`src/hdl/sac_pkg.sv`:
```
// ----------------------------------------------------------------------------
// sac_pkg
// Types, constants and helper functions shared by the stick aim correction
// block.
// ----------------------------------------------------------------------------
`timescale 1ns / 1ps
`default_nettype none

package sac_pkg;

  localparam int FRAC_BITS = 16;
  localparam logic [16:0] ONE_FX = 17'h10000;
  localparam logic [16:0] HALF_Q16 = 17'd32768;
  localparam logic [14:0] STICK_FS = 15'd32767;
  localparam logic signed [17:0] STICK_POS = 18'sd32767;
  localparam logic signed [17:0] STICK_NEG = -18'sd32767;
  localparam logic [32:0] DIST_NONE = '1;
  localparam logic [4:0] ITER_LAST = 5'd16;

  localparam logic [1:0] MODE_BOX = 2'd0;
  localparam logic [1:0] MODE_EMPTY = 2'd1;
  localparam logic [1:0] MODE_POLL = 2'd2;

  localparam logic [3:0] CODE_LT = 4'd6;
  localparam logic [3:0] CODE_RT = 4'd7;

  localparam logic [2:0] REG_ACT = 3'd0;
  localparam logic [2:0] REG_MAXC = 3'd1;
  localparam logic [2:0] REG_DECAY = 3'd2;
  localparam logic [2:0] REG_DZ = 3'd3;
  localparam logic [2:0] REG_STALE = 3'd4;
  localparam logic [2:0] REG_THR = 3'd5;

  localparam logic [3:0] RST_ACT = 4'd6;
  localparam logic [16:0] RST_MAXC = 17'd19661;
  localparam logic [16:0] RST_DECAY = 17'd6554;
  localparam logic [16:0] RST_DZ = 17'd3277;
  localparam logic [23:0] RST_STALE = 24'd250000;
  localparam logic [7:0] RST_THR = 8'd30;

  typedef enum logic [4:0] {
    OP_NONE, OP_BOX_PREP, OP_BOX_UPD, OP_EMPTY, OP_POLL_PREP, OP_SQ_X, OP_SQ_Y,
    OP_DZ, OP_SCALE_X, OP_SCALE_Y, OP_CSQ_X, OP_CSQ_Y, OP_MC, OP_SQRT_INIT,
    OP_SQRT_STEP, OP_DIVX_MUL, OP_DIV_INIT, OP_DIV_STEP, OP_DIVX_DONE,
    OP_DIVY_DONE, OP_STK_X, OP_STK_Y, OP_STK_DONE, OP_APPLY, OP_PASS
  } op_e;

  typedef enum logic [5:0] {
    S_IDLE, S_DROP, S_EMPTY, S_BOX_PREP, S_BOX_SQX, S_BOX_SQY, S_BOX_UPD,
    S_POLL_PREP, S_SQX, S_SQY, S_DZ, S_DZ_CHK, S_SCX, S_SCY, S_CSQX, S_CSQY,
    S_MC, S_MC_CHK, S_SQRT_INIT, S_SQRT, S_DIVX_MUL, S_DIVX_INIT, S_DIVX,
    S_DIVX_DONE, S_DIVY_INIT, S_DIVY, S_DIVY_DONE, S_STKX, S_STKY, S_STK_DONE,
    S_APPLY, S_PASS
  } state_e;

  typedef struct packed {
    logic load;
    op_e  op;
  } cmd_t;

  typedef struct packed {
    logic box_skip;
    logic go;
    logic dz_fail;
    logic cm_over;
    logic cnt_zero;
    logic out_free;
  } sts_t;

  function automatic logic [15:0] btn_mask(input logic [3:0] code);
    logic [15:0] m;
    unique case (code)
      4'd0: m = 16'h1000;
      4'd1: m = 16'h2000;
      4'd2: m = 16'h4000;
      4'd3: m = 16'h8000;
      4'd4: m = 16'h0100;
      4'd5: m = 16'h0200;
      4'd8: m = 16'h0020;
      4'd9: m = 16'h0010;
      4'd10: m = 16'h0040;
      4'd11: m = 16'h0080;
      4'd12: m = 16'h0001;
      4'd13: m = 16'h0002;
      4'd14: m = 16'h0004;
      4'd15: m = 16'h0008;
      default: m = 16'h0000;
    endcase
    return m;
  endfunction

  function automatic logic [16:0] clamp_one(input logic [16:0] v);
    return (v > ONE_FX) ? ONE_FX : v;
  endfunction

  function automatic logic [16:0] off_mag(input logic [16:0] c);
    return (c >= HALF_Q16) ? (c - HALF_Q16) : (HALF_Q16 - c);
  endfunction

  function automatic logic [15:0] sat_stick(input logic signed [17:0] v);
    logic signed [17:0] r;
    priority if (v > STICK_POS) r = STICK_POS;
    else if (v < STICK_NEG) r = STICK_NEG;
    else r = v;
    return r[15:0];
  endfunction

endpackage

`default_nettype wire

```
`src/hdl/sac_ctrl.sv`:
```
// ----------------------------------------------------------------------------
// sac_ctrl
// Sequencer that steps the datapath through box, frame and poll handling.
// ----------------------------------------------------------------------------
`timescale 1ns / 1ps
`default_nettype none

module sac_ctrl
  import sac_pkg::*;
(
  input  logic       clk_i,
  input  logic       rst_ni,
  input  logic       in_valid_i,
  input  logic [1:0] mode_i,
  input  sts_t       sts_i,
  output logic       in_stall_o,
  output cmd_t       cmd_o
);

  state_e state_q, state_d;

  always_ff @(posedge clk_i or negedge rst_ni) begin
    if (!rst_ni) begin
      state_q <= S_IDLE;
    end else begin
      state_q <= state_d;
    end
  end

  always_comb begin
    state_d = state_q;
    cmd_o.load = 1'b0;
    cmd_o.op = OP_NONE;
    in_stall_o = 1'b1;
    unique case (state_q)
      S_IDLE: begin
        in_stall_o = 1'b0;
        if (in_valid_i) begin
          cmd_o.load = 1'b1;
          unique case (mode_i)
            MODE_BOX: state_d = S_BOX_PREP;
            MODE_EMPTY: state_d = S_EMPTY;
            MODE_POLL: state_d = S_POLL_PREP;
            default: state_d = S_DROP;
          endcase
        end
      end
      S_DROP: state_d = S_IDLE;
      S_EMPTY: begin
        cmd_o.op = OP_EMPTY;
        state_d = S_IDLE;
      end
      S_BOX_PREP: begin
        if (sts_i.box_skip) begin
          state_d = S_IDLE;
        end else begin
          cmd_o.op = OP_BOX_PREP;
          state_d = S_BOX_SQX;
        end
      end
      S_BOX_SQX: begin
        cmd_o.op = OP_SQ_X;
        state_d = S_BOX_SQY;
      end
      S_BOX_SQY: begin
        cmd_o.op = OP_SQ_Y;
        state_d = S_BOX_UPD;
      end
      S_BOX_UPD: begin
        cmd_o.op = OP_BOX_UPD;
        state_d = S_IDLE;
      end
      S_POLL_PREP: begin
        cmd_o.op = OP_POLL_PREP;
        state_d = sts_i.go ? S_SQX : S_PASS;
      end
      S_SQX: begin
        cmd_o.op = OP_SQ_X;
        state_d = S_SQY;
      end
      S_SQY: begin
        cmd_o.op = OP_SQ_Y;
        state_d = S_DZ;
      end
      S_DZ: begin
        cmd_o.op = OP_DZ;
        state_d = S_DZ_CHK;
      end
      S_DZ_CHK: state_d = sts_i.dz_fail ? S_PASS : S_SCX;
      S_SCX: begin
        cmd_o.op = OP_SCALE_X;
        state_d = S_SCY;
      end
      S_SCY: begin
        cmd_o.op = OP_SCALE_Y;
        state_d = S_CSQX;
      end
      S_CSQX: begin
        cmd_o.op = OP_CSQ_X;
        state_d = S_CSQY;
      end
      S_CSQY: begin
        cmd_o.op = OP_CSQ_Y;
        state_d = S_MC;
      end
      S_MC: begin
        cmd_o.op = OP_MC;
        state_d = S_MC_CHK;
      end
      S_MC_CHK: state_d = sts_i.cm_over ? S_SQRT_INIT : S_STKX;
      S_SQRT_INIT: begin
        cmd_o.op = OP_SQRT_INIT;
        state_d = S_SQRT;
      end
      S_SQRT: begin
        cmd_o.op = OP_SQRT_STEP;
        if (sts_i.cnt_zero) state_d = S_DIVX_MUL;
      end
      S_DIVX_MUL: begin
        cmd_o.op = OP_DIVX_MUL;
        state_d = S_DIVX_INIT;
      end
      S_DIVX_INIT: begin
        cmd_o.op = OP_DIV_INIT;
        state_d = S_DIVX;
      end
      S_DIVX: begin
        cmd_o.op = OP_DIV_STEP;
        if (sts_i.cnt_zero) state_d = S_DIVX_DONE;
      end
      S_DIVX_DONE: begin
        cmd_o.op = OP_DIVX_DONE;
        state_d = S_DIVY_INIT;
      end
      S_DIVY_INIT: begin
        cmd_o.op = OP_DIV_INIT;
        state_d = S_DIVY;
      end
      S_DIVY: begin
        cmd_o.op = OP_DIV_STEP;
        if (sts_i.cnt_zero) state_d = S_DIVY_DONE;
      end
      S_DIVY_DONE: begin
        cmd_o.op = OP_DIVY_DONE;
        state_d = S_STKX;
      end
      S_STKX: begin
        cmd_o.op = OP_STK_X;
        state_d = S_STKY;
      end
      S_STKY: begin
        cmd_o.op = OP_STK_Y;
        state_d = S_STK_DONE;
      end
      S_STK_DONE: begin
        cmd_o.op = OP_STK_DONE;
        state_d = S_APPLY;
      end
      S_APPLY: begin
        if (sts_i.out_free) begin
          cmd_o.op = OP_APPLY;
          state_d = S_IDLE;
        end
      end
      S_PASS: begin
        if (sts_i.out_free) begin
          cmd_o.op = OP_PASS;
          state_d = S_IDLE;
        end
      end
      default: state_d = S_IDLE;
    endcase
  end

endmodule

`default_nettype wire

```
`src/hdl/sac_dp.sv`:
```
// ----------------------------------------------------------------------------
// sac_dp
// Datapath: block state, one shared multiplier, square root and divide
// iterations, and the output register.
// ----------------------------------------------------------------------------
`timescale 1ns / 1ps
`default_nettype none

module sac_dp
  import sac_pkg::*;
(
  input  logic               clk_i,
  input  logic               rst_ni,
  input  cmd_t               cmd_i,
  output sts_t               sts_o,
  input  logic [15:0]        box_x_i,
  input  logic [15:0]        box_y_i,
  input  logic [15:0]        box_w_i,
  input  logic [15:0]        box_h_i,
  input  logic               frame_last_i,
  input  logic [31:0]        frame_seq_i,
  input  logic [47:0]        time_us_i,
  input  logic [15:0]        buttons_i,
  input  logic [15:0]        triggers_i,
  input  logic signed [15:0] stick_x_i,
  input  logic signed [15:0] stick_y_i,
  input  logic [3:0]         act_i,
  input  logic [16:0]        maxc_i,
  input  logic [16:0]        decay_i,
  input  logic [16:0]        dz_i,
  input  logic [23:0]        stale_i,
  input  logic [7:0]         thr_i,
  input  logic               out_stall_i,
  output logic               out_valid_o,
  output logic signed [15:0] out_stick_x_o,
  output logic signed [15:0] out_stick_y_o,
  output logic               assist_applied_o
);

  logic [15:0] bx_q, by_q, bw_q, bh_q, btn_q, trg_q;
  logic        last_q;
  logic [31:0] seq_q;
  logic [47:0] now_q;
  logic signed [15:0] sx_q, sy_q;

  logic [32:0] best_dist_q;
  logic [16:0] best_cx_q, best_cy_q, tgt_cx_q, tgt_cy_q;
  logic [47:0] tgt_time_q, last_poll_q;
  logic        have_tgt_q, was_held_q;
  logic [16:0] strength_q;
  logic [31:0] last_seq_q;

  logic [16:0] oxm_q, oym_q, s_q, cxm_q, cym_q, root_q, dq_q, drem_q;
  logic        sgx_q, sgy_q;
  logic [14:0] dxm_q, dym_q;
  logic [33:0] prod_q, acc_q, sqv_q;
  logic [18:0] srem_q;
  logic [4:0]  cnt_q;

  logic        out_valid_q, res_app_q;
  logic [15:0] res_x_q, res_y_q;

  logic [16:0] mul_a, mul_b;
  logic        mul_en;
  logic [16:0] bcx, bcy, dz_c, mc_c, dec_c, s_start, s_next;
  logic        best_none, seq_rep, held, fresh;
  logic signed [49:0] age;
  logic [33:0] d2;
  logic        upd;
  logic [16:0] nbx, nby;
  logic [20:0] rem_n, trial;
  logic        sq_ge, dv_ge;
  logic [17:0] drn;
  logic signed [17:0] sum_x, sum_y, dxs, dys;

  assign best_none = (best_dist_q == DIST_NONE);
  assign seq_rep = (seq_q != 32'd0) && (seq_q == last_seq_q);
  assign bcx = {1'b0, bx_q} + {2'b0, bw_q[15:1]};
  assign bcy = {1'b0, by_q} + {2'b0, bh_q[15:1]};
  assign dz_c = clamp_one(dz_i);
  assign mc_c = clamp_one(maxc_i);
  assign dec_c = clamp_one(decay_i);
  assign s_start = was_held_q ? strength_q : ONE_FX;
  assign s_next = (s_start >= dec_c) ? (s_start - dec_c) : 17'd0;

  always_comb begin
    priority if (act_i == CODE_LT) held = (trg_q[7:0] >= thr_i);
    else if (act_i == CODE_RT) held = (trg_q[15:8] >= thr_i);
    else held = ((btn_q & btn_mask(act_i)) != 16'd0);
  end

  assign age = $signed({2'b00, now_q}) - $signed({2'b00, tgt_time_q});
  assign fresh = have_tgt_q &&
                 !((tgt_time_q != 48'd0) && (age > $signed({26'd0, stale_i})));

  assign d2 = acc_q + prod_q;
  assign upd = (d2 < {1'b0, best_dist_q});
  assign nbx = upd ? bcx : best_cx_q;
  assign nby = upd ? bcy : best_cy_q;

  assign rem_n = {srem_q, sqv_q[33:32]};
  assign trial = {2'b00, root_q, 2'b01};
  assign sq_ge = (rem_n >= trial);
  assign drn = {drem_q, dq_q[16]};
  assign dv_ge = (drn >= {1'b0, root_q});

  assign dxs = sgx_q ? -$signed({3'b000, dxm_q}) : $signed({3'b000, dxm_q});
  assign dys = sgy_q ? $signed({3'b000, dym_q}) : -$signed({3'b000, dym_q});
  assign sum_x = $signed({{2{sx_q[15]}}, sx_q}) + dxs;
  assign sum_y = $signed({{2{sy_q[15]}}, sy_q}) + dys;

  always_comb begin
    mul_en = 1'b1;
    mul_a = '0;
    mul_b = '0;
    unique case (cmd_i.op)
      OP_SQ_X: begin mul_a = oxm_q; mul_b = oxm_q; end
      OP_SQ_Y: begin mul_a = oym_q; mul_b = oym_q; end
      OP_DZ: begin mul_a = dz_c; mul_b = dz_c; end
      OP_SCALE_X: begin mul_a = oxm_q; mul_b = s_q; end
      OP_SCALE_Y: begin mul_a = oym_q; mul_b = s_q; end
      OP_CSQ_X: begin mul_a = cxm_q; mul_b = cxm_q; end
      OP_CSQ_Y: begin mul_a = cym_q; mul_b = cym_q; end
      OP_MC: begin mul_a = mc_c; mul_b = mc_c; end
      OP_DIVX_MUL: begin mul_a = cxm_q; mul_b = mc_c; end
      OP_DIVX_DONE: begin mul_a = cym_q; mul_b = mc_c; end
      OP_STK_X: begin mul_a = cxm_q; mul_b = {2'b00, STICK_FS}; end
      OP_STK_Y: begin mul_a = cym_q; mul_b = {2'b00, STICK_FS}; end
      default: mul_en = 1'b0;
    endcase
  end

  always_ff @(posedge clk_i) begin
    if (cmd_i.load) begin
      bx_q <= box_x_i;
      by_q <= box_y_i;
      bw_q <= box_w_i;
      bh_q <= box_h_i;
      last_q <= frame_last_i;
      seq_q <= frame_seq_i;
      now_q <= time_us_i;
      btn_q <= buttons_i;
      trg_q <= triggers_i;
      sx_q <= stick_x_i;
      sy_q <= stick_y_i;
    end
    if (mul_en) prod_q <= mul_a * mul_b;
    unique case (cmd_i.op)
      OP_BOX_PREP: begin
        oxm_q <= off_mag(bcx);
        oym_q <= off_mag(bcy);
      end
      OP_POLL_PREP: begin
        oxm_q <= off_mag(tgt_cx_q);
        oym_q <= off_mag(tgt_cy_q);
        sgx_q <= (tgt_cx_q < HALF_Q16);
        sgy_q <= (tgt_cy_q < HALF_Q16);
        s_q <= s_start;
      end
      OP_SQ_Y, OP_CSQ_Y: acc_q <= prod_q;
      OP_DZ, OP_MC: acc_q <= d2;
      OP_SCALE_Y: cxm_q <= prod_q[FRAC_BITS +: 17];
      OP_CSQ_X: cym_q <= prod_q[FRAC_BITS +: 17];
      OP_SQRT_INIT: begin
        sqv_q <= acc_q;
        srem_q <= '0;
        root_q <= '0;
        cnt_q <= ITER_LAST;
      end
      OP_SQRT_STEP: begin
        sqv_q <= {sqv_q[31:0], 2'b00};
        srem_q <= sq_ge ? 19'(rem_n - trial) : rem_n[18:0];
        root_q <= {root_q[15:0], sq_ge};
        cnt_q <= cnt_q - 5'd1;
      end
      OP_DIV_INIT: begin
        drem_q <= prod_q[33:17];
        dq_q <= prod_q[16:0];
        cnt_q <= ITER_LAST;
      end
      OP_DIV_STEP: begin
        drem_q <= dv_ge ? 17'(drn - {1'b0, root_q}) : drn[16:0];
        dq_q <= {dq_q[15:0], dv_ge};
        cnt_q <= cnt_q - 5'd1;
      end
      OP_DIVX_DONE: cxm_q <= dq_q;
      OP_DIVY_DONE: cym_q <= dq_q;
      OP_STK_Y: dxm_q <= prod_q[FRAC_BITS +: 15];
      OP_STK_DONE: dym_q <= prod_q[FRAC_BITS +: 15];
      OP_APPLY: begin
        res_x_q <= sat_stick(sum_x);
        res_y_q <= sat_stick(sum_y);
        res_app_q <= 1'b1;
      end
      OP_PASS: begin
        res_x_q <= sx_q;
        res_y_q <= sy_q;
        res_app_q <= 1'b0;
      end
      default: ;
    endcase
  end

  always_ff @(posedge clk_i or negedge rst_ni) begin
    if (!rst_ni) begin
      best_dist_q <= DIST_NONE;
      best_cx_q <= '0;
      best_cy_q <= '0;
      tgt_cx_q <= '0;
      tgt_cy_q <= '0;
      tgt_time_q <= '0;
      have_tgt_q <= 1'b0;
      strength_q <= '0;
      was_held_q <= 1'b0;
      last_seq_q <= '0;
      last_poll_q <= '0;
      out_valid_q <= 1'b0;
    end else begin
      if (cmd_i.op == OP_APPLY || cmd_i.op == OP_PASS) begin
        out_valid_q <= 1'b1;
      end else if (!out_stall_i) begin
        out_valid_q <= 1'b0;
      end
      unique case (cmd_i.op)
        OP_BOX_PREP: begin
          if (best_none) last_seq_q <= seq_q;
        end
        OP_BOX_UPD: begin
          if (last_q) begin
            tgt_cx_q <= nbx;
            tgt_cy_q <= nby;
            tgt_time_q <= (now_q != 48'd0) ? now_q : last_poll_q;
            have_tgt_q <= 1'b1;
            best_dist_q <= DIST_NONE;
          end else if (upd) begin
            best_dist_q <= d2[32:0];
          end
          best_cx_q <= nbx;
          best_cy_q <= nby;
        end
        OP_EMPTY: begin
          best_dist_q <= DIST_NONE;
          if (!seq_rep) begin
            have_tgt_q <= 1'b0;
            last_seq_q <= seq_q;
          end
        end
        OP_POLL_PREP: begin
          last_poll_q <= now_q;
          strength_q <= held ? s_next : 17'd0;
          was_held_q <= held;
        end
        default: ;
      endcase
    end
  end

  assign sts_o.box_skip = best_none && seq_rep;
  assign sts_o.go = held && fresh && (s_start != 17'd0);
  assign sts_o.dz_fail = (acc_q < prod_q);
  assign sts_o.cm_over = (acc_q > prod_q);
  assign sts_o.cnt_zero = (cnt_q == 5'd0);
  assign sts_o.out_free = !out_valid_q || !out_stall_i;

  assign out_valid_o = out_valid_q;
  assign out_stick_x_o = res_x_q;
  assign out_stick_y_o = res_y_q;
  assign assist_applied_o = res_app_q;

endmodule

`default_nettype wire

```
`src/hdl/stick_aim_correction.sv`:
```
// ----------------------------------------------------------------------------
// stick_aim_correction
// Aim assist that adds a vector toward the detection nearest the screen
// center to the right stick of each controller poll.
// ----------------------------------------------------------------------------
// One item is handled at a time. A poll takes least time when no correction
// is made and most when the correction is limited to the configured maximum
// length. The long case is set by the square root and the two divides, each
// run one result bit per cycle, and by the single shared multiplier that every
// product goes through. A finished result sits in an output register, so the
// next item is taken while it waits for its transfer.
`timescale 1ns / 1ps
`default_nettype none

module stick_aim_correction
  import sac_pkg::*;
(
  input  logic               clk_i,
  input  logic               rst_ni,
  input  logic               psel,
  input  logic               penable,
  input  logic               pwrite,
  input  logic [4:0]         paddr,
  input  logic [31:0]        pwdata,
  output logic [31:0]        prdata,
  output logic               pready,
  input  logic               in_valid_i,
  output logic               in_stall_o,
  input  logic [1:0]         mode_i,
  input  logic [15:0]        box_x_i,
  input  logic [15:0]        box_y_i,
  input  logic [15:0]        box_w_i,
  input  logic [15:0]        box_h_i,
  input  logic               frame_last_i,
  input  logic [31:0]        frame_seq_i,
  input  logic [47:0]        time_us_i,
  input  logic [15:0]        buttons_i,
  input  logic [15:0]        triggers_i,
  input  logic signed [15:0] stick_x_i,
  input  logic signed [15:0] stick_y_i,
  output logic               out_valid_o,
  input  logic               out_stall_i,
  output logic signed [15:0] out_stick_x_o,
  output logic signed [15:0] out_stick_y_o,
  output logic               assist_applied_o
);

  logic [3:0]  act_q;
  logic [16:0] maxc_q, decay_q, dz_q;
  logic [23:0] stale_q;
  logic [7:0]  thr_q;
  logic [2:0]  reg_idx;
  logic        wr_en;
  cmd_t        cmd;
  sts_t        sts;

  assign pready = 1'b1;
  assign reg_idx = paddr[4:2];
  assign wr_en = psel && penable && pwrite && pready;

  always_ff @(posedge clk_i or negedge rst_ni) begin
    if (!rst_ni) begin
      act_q <= RST_ACT;
      maxc_q <= RST_MAXC;
      decay_q <= RST_DECAY;
      dz_q <= RST_DZ;
      stale_q <= RST_STALE;
      thr_q <= RST_THR;
    end else if (wr_en) begin
      unique case (reg_idx)
        REG_ACT: act_q <= pwdata[3:0];
        REG_MAXC: maxc_q <= pwdata[16:0];
        REG_DECAY: decay_q <= pwdata[16:0];
        REG_DZ: dz_q <= pwdata[16:0];
        REG_STALE: stale_q <= pwdata[23:0];
        REG_THR: thr_q <= pwdata[7:0];
        default: ;
      endcase
    end
  end

  always_comb begin
    unique case (reg_idx)
      REG_ACT: prdata = {28'd0, act_q};
      REG_MAXC: prdata = {15'd0, maxc_q};
      REG_DECAY: prdata = {15'd0, decay_q};
      REG_DZ: prdata = {15'd0, dz_q};
      REG_STALE: prdata = {8'd0, stale_q};
      REG_THR: prdata = {24'd0, thr_q};
      default: prdata = 32'd0;
    endcase
  end

  sac_ctrl u_ctrl (
    .clk_i      (clk_i),
    .rst_ni     (rst_ni),
    .in_valid_i (in_valid_i),
    .mode_i     (mode_i),
    .sts_i      (sts),
    .in_stall_o (in_stall_o),
    .cmd_o      (cmd)
  );

  sac_dp u_dp (
    .clk_i            (clk_i),
    .rst_ni           (rst_ni),
    .cmd_i            (cmd),
    .sts_o            (sts),
    .box_x_i          (box_x_i),
    .box_y_i          (box_y_i),
    .box_w_i          (box_w_i),
    .box_h_i          (box_h_i),
    .frame_last_i     (frame_last_i),
    .frame_seq_i      (frame_seq_i),
    .time_us_i        (time_us_i),
    .buttons_i        (buttons_i),
    .triggers_i       (triggers_i),
    .stick_x_i        (stick_x_i),
    .stick_y_i        (stick_y_i),
    .act_i            (act_q),
    .maxc_i           (maxc_q),
    .decay_i          (decay_q),
    .dz_i             (dz_q),
    .stale_i          (stale_q),
    .thr_i            (thr_q),
    .out_stall_i      (out_stall_i),
    .out_valid_o      (out_valid_o),
    .out_stick_x_o    (out_stick_x_o),
    .out_stick_y_o    (out_stick_y_o),
    .assist_applied_o (assist_applied_o)
  );

endmodule

`default_nettype wire

```
`config.mk`:
```
export PLATFORM = sky130hd
export DESIGN_NAME = stick_aim_correction
export DESIGN_NICKNAME = d
export VERILOG_FILES = /design/src/hdl/sac_pkg.sv /design/src/hdl/sac_ctrl.sv /design/src/hdl/sac_dp.sv /design/src/hdl/stick_aim_correction.sv
export SDC_FILE = /design/constraint.sdc
export NUM_CORES = 2
export LEC_CHECK = 0
export ABC_AREA = 0
export BUFFER_PORTS_ARGS = -buffer_cell sky130_fd_sc_hd__buf_2
export CORE_MARGIN = 4
export CORE_UTILIZATION = 55
export DETAILED_ROUTE_END_ITERATION = 12
export GPL_TIMING_DRIVEN = 0
export PLACE_DENSITY_LB_ADDON = 0.12
export SYNTH_ARGS = -nofsm -noshare
export SYNTH_HDL_FRONTEND = slang
export SYNTH_SLANG_ARGS = --single-unit
```
`constraint.sdc`:
```
create_clock -name clk_i -period 11.4 [get_ports clk_i]
set_clock_uncertainty 0.15 [all_clocks]
set_input_delay 0.57 -clock clk_i [delete_from_list [all_inputs] [get_ports clk_i]]
set_output_delay 0.57 -clock clk_i [all_outputs]
set_load 0.02 [all_outputs]
```
* Word level (Yosys, flattened, before mapping) *
Memory sizes are Yosys's and may differ from the RTL's.
Index checks and enable logic that the tools add are counted.

word-level totals
  register bits after elaboration = 878
  ROM bits = 224
  input bits = 255
  output and inout port bits = 68
  logic and storage cells = 302
  memories = 1

operators by class
  $add $sub $neg = 20
  multiply operators = 1
  magnitude comparators = 22
  equal/unequal tests = 75
  muxes and demuxes = 72
  bitwise logic cells = 1
  reduce and logical (&&, ||, !) cells = 60

memories
  name              depth  bits a word  rd ports  clocked after Yosys merged registers in  wr ports  RTL line       source
  (name not given)  16     14           1         0                                        0         sac_pkg.sv:72  unique case (code)

operator list
  cell                                                   count
  one-hot mux 17 bit (2 select lines)                    7
  2-to-1 mux 17 bit                                      13
  one-hot mux 6 bit (28 select lines)                    1
  one-hot mux 24 bit (6 select lines)                    1
  one-hot mux 17 bit (8 select lines)                    1
  one-hot mux 34 bit (2 select lines)                    2
  one-hot mux 5 bit (24 select lines)                    1
  one-hot mux 17 bit (6 select lines)                    1
  == test 6 x 5 -> 1 bit, second input constant          16
  2-to-1 mux 16 bit                                      6
  nonzero test 48 bit                                    2
  >= comparator 17 x 16 -> 1 bit, second input constant  4
  subtractor 16 x 17 -> 17 bit, first input constant     4
  subtractor 17 x 16 -> 17 bit, second input constant    4
  2-to-1 mux 33 bit                                      2
  one-hot mux 33 bit (2 select lines)                    1
  2-to-1 mux 32 bit                                      2
  one-hot mux 16 bit (2 select lines)                    2
  one-hot mux 32 bit (2 select lines)                    1
  greater-than comparator 17 bit, second input constant  3
  greater-than comparator 50 x 25 -> 1 bit               1
  subtractor 48 x 48 -> 49 bit                           1
  == test 6 x 4 -> 1 bit, second input constant          8
  2-to-1 mux 48 bit                                      1
  other kinds (65)                                       166

* Longest topological paths before layout *
  word-level depth = 11
  mapped depth = 35
  gate-level depth less buffers = 33

* Cells and area by module *
A second synthesis with hierarchy kept.

unflattened totals
  cells, all modules = 5924
  area total of the unflattened synthesis = 60073.9 µm²

modules (own cells, without submodules)
  module                times used  cells each  area each (µm²)  sequential area each (µm²)
  sac_dp                1           5507        54840.1          22247.6
  stick_aim_correction  1           295         4304.1           2220.9
  sac_ctrl              1           122         929.6            125.1

* Worst setup path after synthesis *
OpenSTA, ideal clock, no wires.

  kind = reg-to-reg
  from = reg u_ctrl.state_q[3]
  to = reg u_dp.prod_q[25], data pin
  library setup time = 0.259 ns
  arrival time = 8.129 ns
  data required time = 10.991 ns
  path slack = 2.862 ns
  cell stages (with the launch flop) = 31
  buffers on the path = 2
  period minus slack after synthesis = 8.538 ns
  cell sequence = dfrtp_1 inv_1 nand2_1 a2111oi_0 clkbuf_1 a22o_1 a221oi_1 nand4_1 clkbuf_1 nand2_1 fa_1 inv_1 fa_1 inv_1 fa_1 inv_1 fa_1 fa_1 inv_1 fa_1 inv_1 ha_1 or3_1 a211o_1 a31oi_1 nor2b_1 o21ai_0 a21boi_0 o21a_1 o21ai_0 xnor2_1

on the way
  word-level cells in the longest chain between the ends = 7
  elaborated cells between the ends (all ways) = 55
  classes of those cells = mul (1); eq/ne (40); mux (3); reduce/logical (11)

RTL lines
  item                                                                                               RTL line        source
  start: declaration                                                                                 sac_ctrl.sv:20  state_e state_q, state_d;
  start signal: assignment                                                                           sac_ctrl.sv:26  state_q <= state_d;
  == test 6 x 5 -> 1 bit (tied with other cells)                                                     sac_ctrl.sv:35  unique case (state_q)
  OR reduction 2 bit (no source line)                                                                n/a
  one-hot mux 5 bit (24 select lines) *                                                              sac_ctrl.sv:35
  == test 5 x 4 -> 1 bit (tied with other cells)                                                     sac_dp.sv:116   unique case (cmd_i.op)
  OR reduction 3 bit (no source line) / OR reduction 2 bit (equally long branches)                   n/a
  one-hot mux 17 bit (8 select lines) / one-hot mux 17 bit (6 select lines) (equally long branches)  sac_dp.sv:116
  multiplier 17 x 17 -> 34 bit *                                                                     sac_dp.sv:147   if (mul_en) prod_q <= mul_a * mul_b;
  end signal: assignment                                                                             sac_dp.sv:147
  end: declaration                                                                                   sac_dp.sv:56    logic [33:0] prod_q, acc_q, sqv_q;

Every way passes the cells marked *; elsewhere a longest branch is shown, timed or not.
A chain may end at the register's enable or synchronous reset.

* Worst setup path in the final report *
  from = reg u_ctrl.state_q[2]
  to = reg u_dp.prod_q[32], data pin

The elaborated chain is that of the path after synthesis.

==> run_results.csv <==
group,metric,value,unit
timing,fmax,0.0953,GHz
timing,max_slew_margin,-0.0177,
clocking,tritoncts,"built",
status,status,"finished with violations",
placed_design,port_buffers,297,
power_and_ir_drop,finalPower,0.0197,W
routing,drt-pass1-iter-count,7,
die,io_pins,323,
logic_synthesis,ys_types,98,
layout,syn_to_final_growth,15.1,%
die,core,107000,um2
timing,drv_slew,8,
power_and_ir_drop,p_per_area,288,nW/um2
global_route,grt_start_max_net_pins,108,
routing,vias,48200,
routing,via_per_inst,5.95,
clocking,cts_buffer_depth,3,
timing,hold_viol_final,0,
logic_synthesis,synth_seq_cells,873,
routing,drt_wl_total,181000,um
routing,wl_per_cell,22.4,um
routing,ant_nets,0,
worst_hold_path,hp-class,"in2reg",
global_route,grt_pass1_vias,47400,
die,fp.dieH,337,um
placed_design,dp_hpwl,138000,um
critical_path,critical_path.max_fanout,16,
die,initial_utilization,0.555,
clocking,cts_sinks,873,
die,row_count,120,
timing,setup_tns,0,ps
critical_path,cp.arrival,10830,ps
global_route,grt_pass1_wl,277000,um
critical_path,criticalPathCategory,"reg2reg",
logic_synthesis,synth-main-ff-cell,"edfxtp_1",
layout,drive_gt1_frac,0.110,
clocking,htreeDepth,3,
clocking,worstSkewPairLatency,700,ps
timing,rsz0062_at_grt,"false",
timing,final.min_clock_period,10490,ps
timing,fin_crit_sh,0.920,
critical_path,cp_common_cell,"fa_1",
global_route,track_usage,0.316,
critical_path,cp-end-kind,"flop",
logic_synthesis,yosysWarnings,0,
logic_synthesis,syn_area,59600,um2
logic_synthesis,ys_async_sr_fraction,0.391,
routing,drcViolationCount,0,
layout,fin_nets,7535,
logic_synthesis,synth-edff-count,532,
clocking,post_cts_resized,0,
timing,tightest_slew,1530,ps
clocking,clk_pin_slew,60,ps
critical_path,start_kind,"flop",
global_route,grt_antenna_before_repair,3,
timing,setup_viol,0,
critical_path,r2r_slack,910,ps
clocking,cts_made_buffers,95,
critical_path,required,11740,ps
timing,hold_slack,48.1,ps
power_and_ir_drop,ir_drop,223,uV
placed_design,gp_congestion,0.989,
clocking,cts_root_buf,"clkbuf_16",
global_route,gr-total-overflow,0,
power_and_ir_drop,p_leak,29.6,nW
die,die_area,114000,um2
routing,dr.first_iter.drc_count,4412,
job,cap_violations,0,
die,dieWidth,337,um
status,violations,"max-slew violations",
logic_synthesis,synth.avg_cell_area,9.95,um2
critical_path,slowest_stage,"a222oi_1",
logic_synthesis,syn_inst,5990,
logic_synthesis,synth-seq-area-share,0.413,
critical_path,cpPeakStageDelay,790,ps
[sequential cells by signal, indices dropped and copies added, names as in the netlist, 19 cells and up]
signal	count
u_dp.last_seq_q	32
u_dp.last_poll_q	48
u_dp.best_dist_q	33
u_dp.seq_q	32
u_dp.now_q	48
u_dp.tgt_time_q	48
u_dp.sqv_q	34
u_dp.prod_q	34
u_dp.acc_q	34
stale_q	24
u_dp.srem_q	19
[Yosys cell counts, types with 18 or more instances]
master | number | area, um2
mux2_1 | 27 | 304
inv_1 | 562 | 2110
mux2_2 | 145 | 1630
o31ai_1 | 27 | 203
xor2_1 | 87 | 762
a221oi_1 | 23 | 201
xnor2_1 | 192 | 1680
nor4_1 | 67 | 419
a21boi_0 | 18 | 135
ha_1 | 423 | 5290
or3_1 | 36 | 225
edfxtp_1 | 532 | 16000
a31oi_1 | 39 | 244
or4_1 | 19 | 143
mux2i_1 | 65 | 651
o21a_1 | 40 | 300
nor2b_1 | 48 | 300
a211oi_1 | 86 | 646
o21ai_0 | 307 | 1540
dfrtp_1 | 273 | 6830
clkbuf_1 | 211 | 792
o211ai_1 | 24 | 180
nand2b_1 | 48 | 300
a21o_1 | 87 | 653
a21oi_1 | 331 | 1660
nor3_1 | 104 | 521
nand4_1 | 87 | 544
and3_1 | 41 | 257
or2_2 | 19 | 119
nor2_1 | 399 | 1500
and2_1 | 70 | 438
o22a_1 | 25 | 219
a22o_1 | 27 | 236
dfstp_2 | 68 | 1790
o21bai_1 | 36 | 270
nand3_1 | 74 | 370
fa_1 | 232 | 4640
a22oi_1 | 47 | 353
a222oi_1 | 18 | 180
nand2_1 | 769 | 2890
[metal layers]
| layer | global-route usage | vias up | share of wire |
|---|---|---|---|
| met5 | 0 | - | 0 |
| met4 | 0.132 | 0 | 0.047 |
| met3 | 0.0470 | 413 | 0.073 |
| met2 | 0.525 | 1855 | 0.47 |
| met1 | 0.416 | 23500 | 0.41 |
| li1 | - | 22500 | - |
[timing repair]
action                     4_1_cts  5_1_grt
hold endpoints to repair       270        0
setup buffers                    0        0
setup endpoints to repair        0        0
hold buffers                   220        0
[per-stage QoR]
stage                      util  std cells  setup slack (ps)  instance area [um2]
after global routing      0.639       8109               518                68600
after CTS                 0.639       8105              1250                68600
after detailed placement  0.589       7709              1300                63200
after global placement    0.586       7697               441                62900
after floorplan               -       5997              2860                59600
final                     0.639       8113               910                68600
[worst max-delay path: cells and delay by family (launching register included)]
kind / cells / cell delay, ps
buf+inv: 7 / 1390
compound gates: 9 / 2310
xor+xnor: 1 / 280
fa+ha+maj: 7 / 3390
flops: 1 / 360
simple gates: 7 / 2370
[layout make-up]
type,instances,area (um2)
clock inverter,54,636
timing repair buffer,531,3990
inverter,564,2120
antenna,6,15.0
multi-input combinational,4317,32000
tap,1403,1760
sequential,873,24600
clock buffer,122,2530
buffer,243,968
fill,8848,38700
[logic make-up (layout without fill, tap and decap cells)]
group                    Yosys count  count (layout)  share of synthesized area
AO/OA/AOI/OAI                   1299            1299                      0.141
XOR/XNOR                         279             279                     0.0410
adder cells (fa/ha/maj)          655             655                      0.167
buffers and inverters            807            1514                     0.0517
flip-flops                       873             873                      0.413
multiplexers                     238             238                     0.0438
other                              2              15                   0.000126
AND/OR/NAND/NOR                 1837            1837                      0.143
[cell usage in the layout, fill, tap and decap left out, types with 35 or more instances in the layout]
| cell | instances |
|---|---|
| a211oi_1 | 86 |
| a21o_1 | 87 |
| a21oi_1 | 329 |
| a22oi_1 | 47 |
| a31oi_1 | 39 |
| and2_1 | 70 |
| and3_1 | 39 |
| buf_2 | 306 |
| clkbuf_1 | 234 |
| clkbuf_16 | 96 |
| dfrtp_1 | 273 |
| dfstp_2 | 68 |
| dlygate4sd3_1 | 220 |
| edfxtp_1 | 532 |
| fa_1 | 232 |
| ha_1 | 423 |
| inv_1 | 562 |
| mux2_2 | 145 |
| mux2i_1 | 65 |
| nand2_1 | 769 |
| nand2b_1 | 48 |
| nand3_1 | 74 |
| nand4_1 | 87 |
| nor2_1 | 396 |
| nor2b_1 | 48 |
| nor3_1 | 104 |
| nor4_1 | 66 |
| o21a_1 | 40 |
| o21ai_0 | 307 |
| o21bai_1 | 36 |
| or3_1 | 35 |
| xnor2_1 | 192 |
| xor2_1 | 87 |
[power by group]
group	switching (W)	leakage, nW	total [W]	internal (W)
clock	0.00136	1.52	0.00317	0.00181
combinational	0.00697	19.0	0.0111	0.00418
sequential	0.000807	9.04	0.00542	0.00461
[path summary, 6_finish.rpt]
check / startpoint / to / cells after the start
min reg2reg: u_dp.last_poll_q[9]$_DFFE_PN0P_ / u_dp.last_poll_q[9]$_DFFE_PN0P_ / 2
max in group asynchronous: rst_ni / act_q[0]$_DFFE_PN0P_ / 4
max reg2reg: u_ctrl.state_q[2]$_DFFE_PN0P_ / u_dp.prod_q[32]$_DFFE_PP_ / 31
min: pwdata[15] / stale_q[15]$_DFFE_PN1P_ / 3
min in group asynchronous: rst_ni / u_dp.last_seq_q[29]$_DFFE_PN0P_ / 2
max: u_ctrl.state_q[2]$_DFFE_PN0P_ / u_dp.prod_q[32]$_DFFE_PP_ / 31
(Power assumes the default switching activity.)
